## src/sv/pco_pkg.sv

```systemverilog
package pco_pkg;

	// Fixed widths of the cell fields, and limits and costs for words, patterns and results.
	localparam int GAIN_W      = 16;
	localparam int SCORE_W     = 37;
	localparam int NODE_W      = 5;
	localparam int POS_W       = 9;
	localparam int MAX_WORD_LEN = 256;
	localparam int PATTERN_COST = 4;
	localparam int RESULT_CAP  = 32;

	localparam logic ACT_LOAD  = 1'b0;
	localparam logic ACT_COVER = 1'b1;
	localparam logic KIND_UNCOVERED = 1'b0;
	localparam logic KIND_PATTERN   = 1'b1;

	typedef struct packed {
		logic        action;
		logic [7:0]  match_start;
		logic [8:0]  match_end;
		logic [31:0] match_score;
		logic [8:0]  word_length;
	} req_t;

	typedef struct packed {
		logic       kind;
		logic [8:0] range_start;
		logic [8:0] range_end;
		logic [3:0] pat_idx;
		logic       last;
	} rsp_t;

	typedef struct packed {
		logic [POS_W-1:0]         opt_pos;
		logic [POS_W-1:0]         cov_pos;
		logic signed [GAIN_W-1:0] gain;
		logic [SCORE_W-1:0]       score;
		logic [NODE_W-1:0]        node;
	} cell_t;

	typedef enum logic [3:0] {
		ST_IDLE,
		ST_EMPTY,
		ST_FILL,
		ST_READ,
		ST_EVAL,
		ST_PUSH,
		ST_WREAD,
		ST_WNODE,
		ST_WCHECK,
		ST_WGAP,
		ST_WPAT,
		ST_WTAIL
	} state_t;

	// Commands from the controller to the datapath.
	typedef struct packed {
		logic load;
		logic start;
		logic fill;
		logic rd;
		logic eval;
		logic push;
		logic wnode;
		logic emit_empty;
		logic emit_gap;
		logic emit_pat;
		logic emit_tail;
		logic finish;
	} cmd_t;

	// Status from the datapath to the controller.
	typedef struct packed {
		logic count_zero;
		logic fill_done;
		logic eval_last;
		logic match_last;
		logic chain_ok;
		logic gap_needed;
		logic tail_needed;
		logic out_free;
	} stat_t;

endpackage

```

## src/sv/pco_ctrl.sv

```systemverilog
module pco_ctrl (
	input  logic          clk,
	input  logic          arst_n,
	input  logic          req_valid,
	input  logic          req_action,
	output logic          req_stall,
	input  pco_pkg::stat_t st,
	output pco_pkg::cmd_t  cmd
);
	import pco_pkg::*;

	state_t state_q, state_d;
	logic   accept;

	assign accept    = req_valid && (state_q == ST_IDLE);
	assign req_stall = (state_q != ST_IDLE);

	// State register.
	always_ff @(posedge clk or negedge arst_n) begin
		if (!arst_n) begin
			state_q <= ST_IDLE;
		end else begin
			state_q <= state_d;
		end
	end

	// Next state.
	always_comb begin
		state_d = state_q;
		case (state_q)
			ST_IDLE: begin
				if (accept && req_action == ACT_COVER) begin
					state_d = st.count_zero ? ST_EMPTY : ST_FILL;
				end
			end
			ST_EMPTY: begin
				if (st.out_free) state_d = ST_IDLE;
			end
			ST_FILL: begin
				if (st.fill_done) state_d = ST_READ;
			end
			ST_READ: state_d = ST_EVAL;
			ST_EVAL: begin
				state_d = st.eval_last ? ST_PUSH : ST_READ;
			end
			ST_PUSH: begin
				state_d = st.match_last ? ST_WREAD : ST_READ;
			end
			ST_WREAD: state_d = ST_WNODE;
			ST_WNODE: state_d = ST_WCHECK;
			ST_WCHECK: begin
				if (st.chain_ok) begin
					state_d = st.gap_needed ? ST_WGAP : ST_WPAT;
				end else if (st.tail_needed) begin
					state_d = ST_WTAIL;
				end else begin
					state_d = ST_IDLE;
				end
			end
			ST_WGAP: begin
				if (st.out_free) state_d = ST_WPAT;
			end
			ST_WPAT: begin
				if (st.out_free) state_d = ST_WCHECK;
			end
			ST_WTAIL: begin
				if (st.out_free) state_d = ST_IDLE;
			end
			default: state_d = ST_IDLE;
		endcase
	end

	// Commands.
	always_comb begin
		cmd = '0;
		case (state_q)
			ST_IDLE: begin
				cmd.load  = accept && (req_action == ACT_LOAD);
				cmd.start = accept && (req_action == ACT_COVER);
			end
			ST_EMPTY: begin
				cmd.emit_empty = st.out_free;
				cmd.finish     = st.out_free;
			end
			ST_FILL:  cmd.fill = 1'b1;
			ST_READ:  cmd.rd = 1'b1;
			ST_EVAL:  cmd.eval = 1'b1;
			ST_PUSH:  cmd.push = 1'b1;
			ST_WREAD: cmd.rd = 1'b1;
			ST_WNODE: cmd.wnode = 1'b1;
			ST_WCHECK: begin
				cmd.finish = !st.chain_ok && !st.tail_needed;
			end
			ST_WGAP:  cmd.emit_gap = st.out_free;
			ST_WPAT:  cmd.emit_pat = st.out_free;
			ST_WTAIL: begin
				cmd.emit_tail = st.out_free;
				cmd.finish    = st.out_free;
			end
			default: cmd = '0;
		endcase
	end

endmodule

```

## config.mk

```make
export PLATFORM = sky130hd
export DESIGN_NAME = pco_ctrl
export DESIGN_NICKNAME = d
export VERILOG_FILES = /design/src/sv/pco_pkg.sv /design/src/sv/pco_ctrl.sv
export SDC_FILE = /design/constraint.sdc
export NUM_CORES = 1
export LEC_CHECK = 0
export CAP_MARGIN = 10
export CORE_AREA = 3 3 40 42
export DETAILED_ROUTE_END_ITERATION = 12
export DIE_AREA = 0 0 43 45
export DONT_BUFFER_PORTS = 1
export GPL_TIMING_DRIVEN = 0
export PLACE_DENSITY = 0.62
export SLEW_MARGIN = 20
export SYNTH_ARGS = -nofsm -noshare
export SYNTH_HDL_FRONTEND = slang
export SYNTH_SLANG_ARGS = --single-unit
```

## constraint.sdc

```tcl
create_clock -name clk -period 4.55 [get_ports clk]
set_input_delay 0.455 -clock clk [delete_from_list [all_inputs] [get_ports clk]]
set_output_delay 0.455 -clock clk [all_outputs]
set_load 0.02 [all_outputs]
```

---- After elaboration in Yosys (flattened, before gate mapping) ----
Index checks and enable logic that the tools add are counted.
storage, ports and cells
  register bits after elaboration ......... 4
  logic and storage cells ................. 52
operators by class
  equal/unequal tests ..................... 16
  multiplexer cells ....................... 23
  bitwise operators ....................... 1
  reductions and logical operators ........ 11
operator list
  operator                                                                 number
  4-bit case mux with 11 select lines                                      1
  4-bit 2-to-1 mux                                                         7
  4-bit by 3-bit equality test with 1-bit output, second input constant    4
  4-bit equality test, second input constant                               4
  1-bit 2-to-1 mux                                                         9
  4-bit by 2-bit equality test with 1-bit output, second input constant    2
  2-bit 2-to-1 mux                                                         3
  3-bit 2-to-1 mux                                                         2
  2-bit inequality test, second input constant                             3
  5-bit AND reduction                                                      1
  4-bit by 1-bit equality test with 1-bit output, second input constant    1
  1-bit logical AND                                                        4
  4-bit zero test                                                          1
  2-bit by 1-bit inequality test with 1-bit output, second input constant  2
  4-bit nonzero test                                                       1
  2-bit OR reduction                                                       2
  1-bit zero test                                                          2
  1-bit case mux with 2 select lines                                       1
  1-bit inverter                                                           1

---- Depth between registers and ports, before layout ----
  depth after elaboration ................. 5
  depth in mapped cells ................... 6
  gate-level depth less buffers ........... 4

---- Least setup slack after synthesis ----
Ideal clock, no wire load.
  kind .................................... reg-to-output
  start ................................... register state_q[2]
  end ..................................... output cmd[11] in the netlist's numbering
  data arrival time ....................... 1.575 ns
  required time ........................... 4.095 ns
  path slack .............................. 2.520 ns
  stages on the path, launching flop included .. 6
  buffers on the path ..................... 2
  cells stage by stage .................... dfrtp_1 -> clkbuf_1 -> buf_2 -> nor2_1 -> nand2_1 -> nor3b_1
RTL lines
  what                      RTL line        source
  start: declaration        pco_ctrl.sv:12  state_t state_q, state_d;
  start signal: assignment  pco_ctrl.sv:23  state_q <= state_d;
  end: declaration          pco_ctrl.sv:8   output pco_pkg::cmd_t cmd

==> flow_summary_export.csv <==
group,metric,value,unit
status,status,"complete, no violations",
floorplanning,die_w,43,um
sta,grt_setup_unrepaired,"false",
pwr,ir_drop,0.2262,mV
grt,grt_util_all_layers,15.75,%
logic_synthesis,synth_area,523.0,um2
worst_setup_path,cp.required,4.09,ns
clock_network,cts-root-buf,"clkbuf_4",
sta,final.min_clock_period,2.490,ns
clock_network,cts_resized,0,
sta,hold_viol_final,0,
logic_synthesis,syn_avg_cell_area,6.705,um2
placement,gp_congestion,0.8489,
pwr,power.total,0.0003412,W
finish,layout-drive-gt1-share,13.41,%
run,drv_cap,0,
clock_network,clockBufferDepth,2,
finish,top_register,"state_q",
placement,numPortBuffers,0,
logic_synthesis,ys_seq_area_share,19.14,%
grt,grt_start_max_net_pins,11,
pwr,power_frac_clock,12.6,%
route,via_per_inst,5.856,
route,vias,568,
route,firstDrtPassIters,5,
route,ant_nets,0,
logic_synthesis,synth_edf_count,0,
sta,worst_pin_slew,0.7033,ns
worst_setup_path,worstPathArrival,2.03,ns
floorplanning,die_h,45,um
logic_synthesis,async_flop_share,100.0,%
worst_setup_path,endpoint_kind,"output port",
finish,fin_nets,96,
clock_network,cts.sinks,4,
logic_synthesis,yosysTopAreaCellShare,19.14,%
floorplanning,ios,25,
worst_setup_path,worstRegToRegCells,4,
floorplanning,fp-row-count,13,
logic_synthesis,synth_common_cells,"13 x nor2_1, 11 x nand2_1, 6 x nor3_1, 4 x a21oi_1, 4 x dfrtp_1",
finish,stdcell_area,574.3,um2
grt,grt_pass1_vias,565,
clock_network,numCtsBuffers,3,
sta,period_share,54.72,%
route,wl,1.457,mm
logic_synthesis,yosysMostFrequentCell,"nor2_1",
worst_setup_path,worst_setup_path_start_kind,"register",
min_path,hp-class,"in -> async",
finish,fillers,147,
pwr,intPower,0.0001594,W
logic_synthesis,ys_ff_latch,4,
route,drt_iter0_markers,22,
sta,fmax,0.4017,GHz
finish,largest_reg_flops,4,
logic_synthesis,yosys_warnings,0,
placement,hpwlAfterDp,1.113,mm
clock_network,clk_pin_slew,0.04,ns
clock_network,clk_latency,0.23,ns
pwr,switching_share,53.30,%
placement,placedInstanceArea,541.8,um2
worst_setup_path,crit_fanout,10,
sta,setup_tns,0,ns
pwr,p_comb_share,70.4,%
route,drt-wirelength-per-cell,15.02,um
sta,max_slew_margin,53.01,%
clock_network,cts_tree,"built",
worst_setup_path,r2r-start,"state_q[3]",
clock_network,cts_setup_buffers,0,
logic_synthesis,synth_area_leaders,"dfrtp_1 19%, nor2_1 9.3%, nand2_1 7.9%",
route,drcViolationCount,0,
finish,reg_top3,"state_q: 4 flops",
pwr,powerDensity,594.2,mW/mm2
clock_network,postCtsHoldBufs,1,
finish,areaGrowthSynthToFinish,9.809,%
logic_synthesis,syn_inst,78,
logic_synthesis,synth_nets,90,
grt,grt_first_pass_wirelength,2.339,mm
pwr,seqPwrFrac,17.0,%
worst_setup_path,worstSetupPathType,"reg -> out",
floorplanning,core_area,0.001285,mm2
worst_setup_path,r2r-end,"state_q[1]",
pwr,leakage,0.2175,nW
sta,finalSetupViolCount,0,
sta,finClkSkew,0.001352,ns
logic_synthesis,synth-main-ff-cell,"dfrtp_1",
worst_setup_path,r2r_slack,2.86,ns
floorplanning,floorplan.initialDensity,40.70,%
finish,antenna_cells,0,
grt,antenna_found_initial,0,
clock_network,htreeDepth,1,
grt,overflow,0,
finish,utilization,44.69,%
logic_synthesis,synth.distinct_cells,33,
sta,slew_violations,0,
pwr,power_switching,0.0001819,W
logic_synthesis,synthDominantAreaCellType,"dfrtp_1",
floorplanning,dieArea,0.001935,mm2
power groups by stage:
stage	Clock [W]	Sequential (W)	Combinational, W
2_1_floorplan	0	0.0000542	0.000204
3_3_place_gp	0	0.0000572	0.000236
3_5_place_dp	0	0.0000582	0.000238
4_1_cts	0.0000450	0.0000578	0.000240
5_1_grt	0.0000449	0.0000595	0.000268
6_report	0.0000431	0.0000580	0.000240
routing by layer:
layer / GRT usage [%] / vias to the layer above / wire, um
met2: 27.54 / 19 / 668
met1: 18.84 / 263 / 684
met4: 8.434 / 0 / 0
met3: 1.992 / 0 / 104
li1: - / 286 / -
met5: 0 / - / 0
worst max path at each step:
stage,start,endpoint,depth (start not counted)
2_1_floorplan,state_q[2],cmd[11],5
4_1_cts,state_q[2],cmd[11],5
3_5_place_dp,state_q[2],cmd[11],5
5_1_grt,state_q[2],cmd[11],5
6_report,state_q[2],cmd[11],5
3_3_place_gp,state_q[2],cmd[11],5
layout make-up:
class | count | area [um2] | area share, %
multi-input combinational | 64 | 381.6 | 66.45
buffer | 7 | 30.03 | 5.229
tap | 15 | 18.77 | 3.268
clock buffer | 3 | 22.52 | 3.922
sequential | 4 | 100.1 | 17.43
inverter | 3 | 11.26 | 1.961
timing repair buffer | 1 | 10.01 | 1.743
cell families (layout without fill, tap and decap cells):
group	count (synthesis)	after routing	share of synthesized area, %
mux	2	2	3.828
xor+xnor	1	1	1.675
buf+inv	10	14	7.893
simple gates	41	41	39.24
flops	4	4	19.14
compound gates	20	20	28.23
cell usage in the layout (no fill, tap or decap), drive strengths merged:
master	count
nor2	13
nand2	11
nor3	6
clkbuf	6
a21oi	4
dfrtp	4
buf	4
o21ai	4
nand3b	3
inv	3
o22ai	2
mux2i	2
a22o	2
or2	1
nand3	1
o31ai	1
and4	1
xnor2	1
nor3b	1
nor2b	1
or3b	1
or4b	1
a31oi	1
nand2b	1
o21bai	1
a22oi	1
o32ai	1
a311oi	1
a211oi	1
a2bb2oi	1
dlygate4sd3	1
metrics by stage:
stage,hold WS (ns),instances,setup slack [ns]
final,0.4935,97,2.060
after global routing,0.5141,97,1.955
after CTS,0.4884,97,2.026
after detailed placement,0.1595,93,2.286
after global placement,0.1595,93,2.336
after floorplan,0.1594,78,2.520
critical path, cell delays in order (launching register included):
cell	delay (ns)
dfrtp_1	0.35
clkbuf_1	0.23
buf_2	0.26
nor2_1	0.13
nand2_1	0.19
nor3b_1	0.63
(Power assumes the default switching activity.)
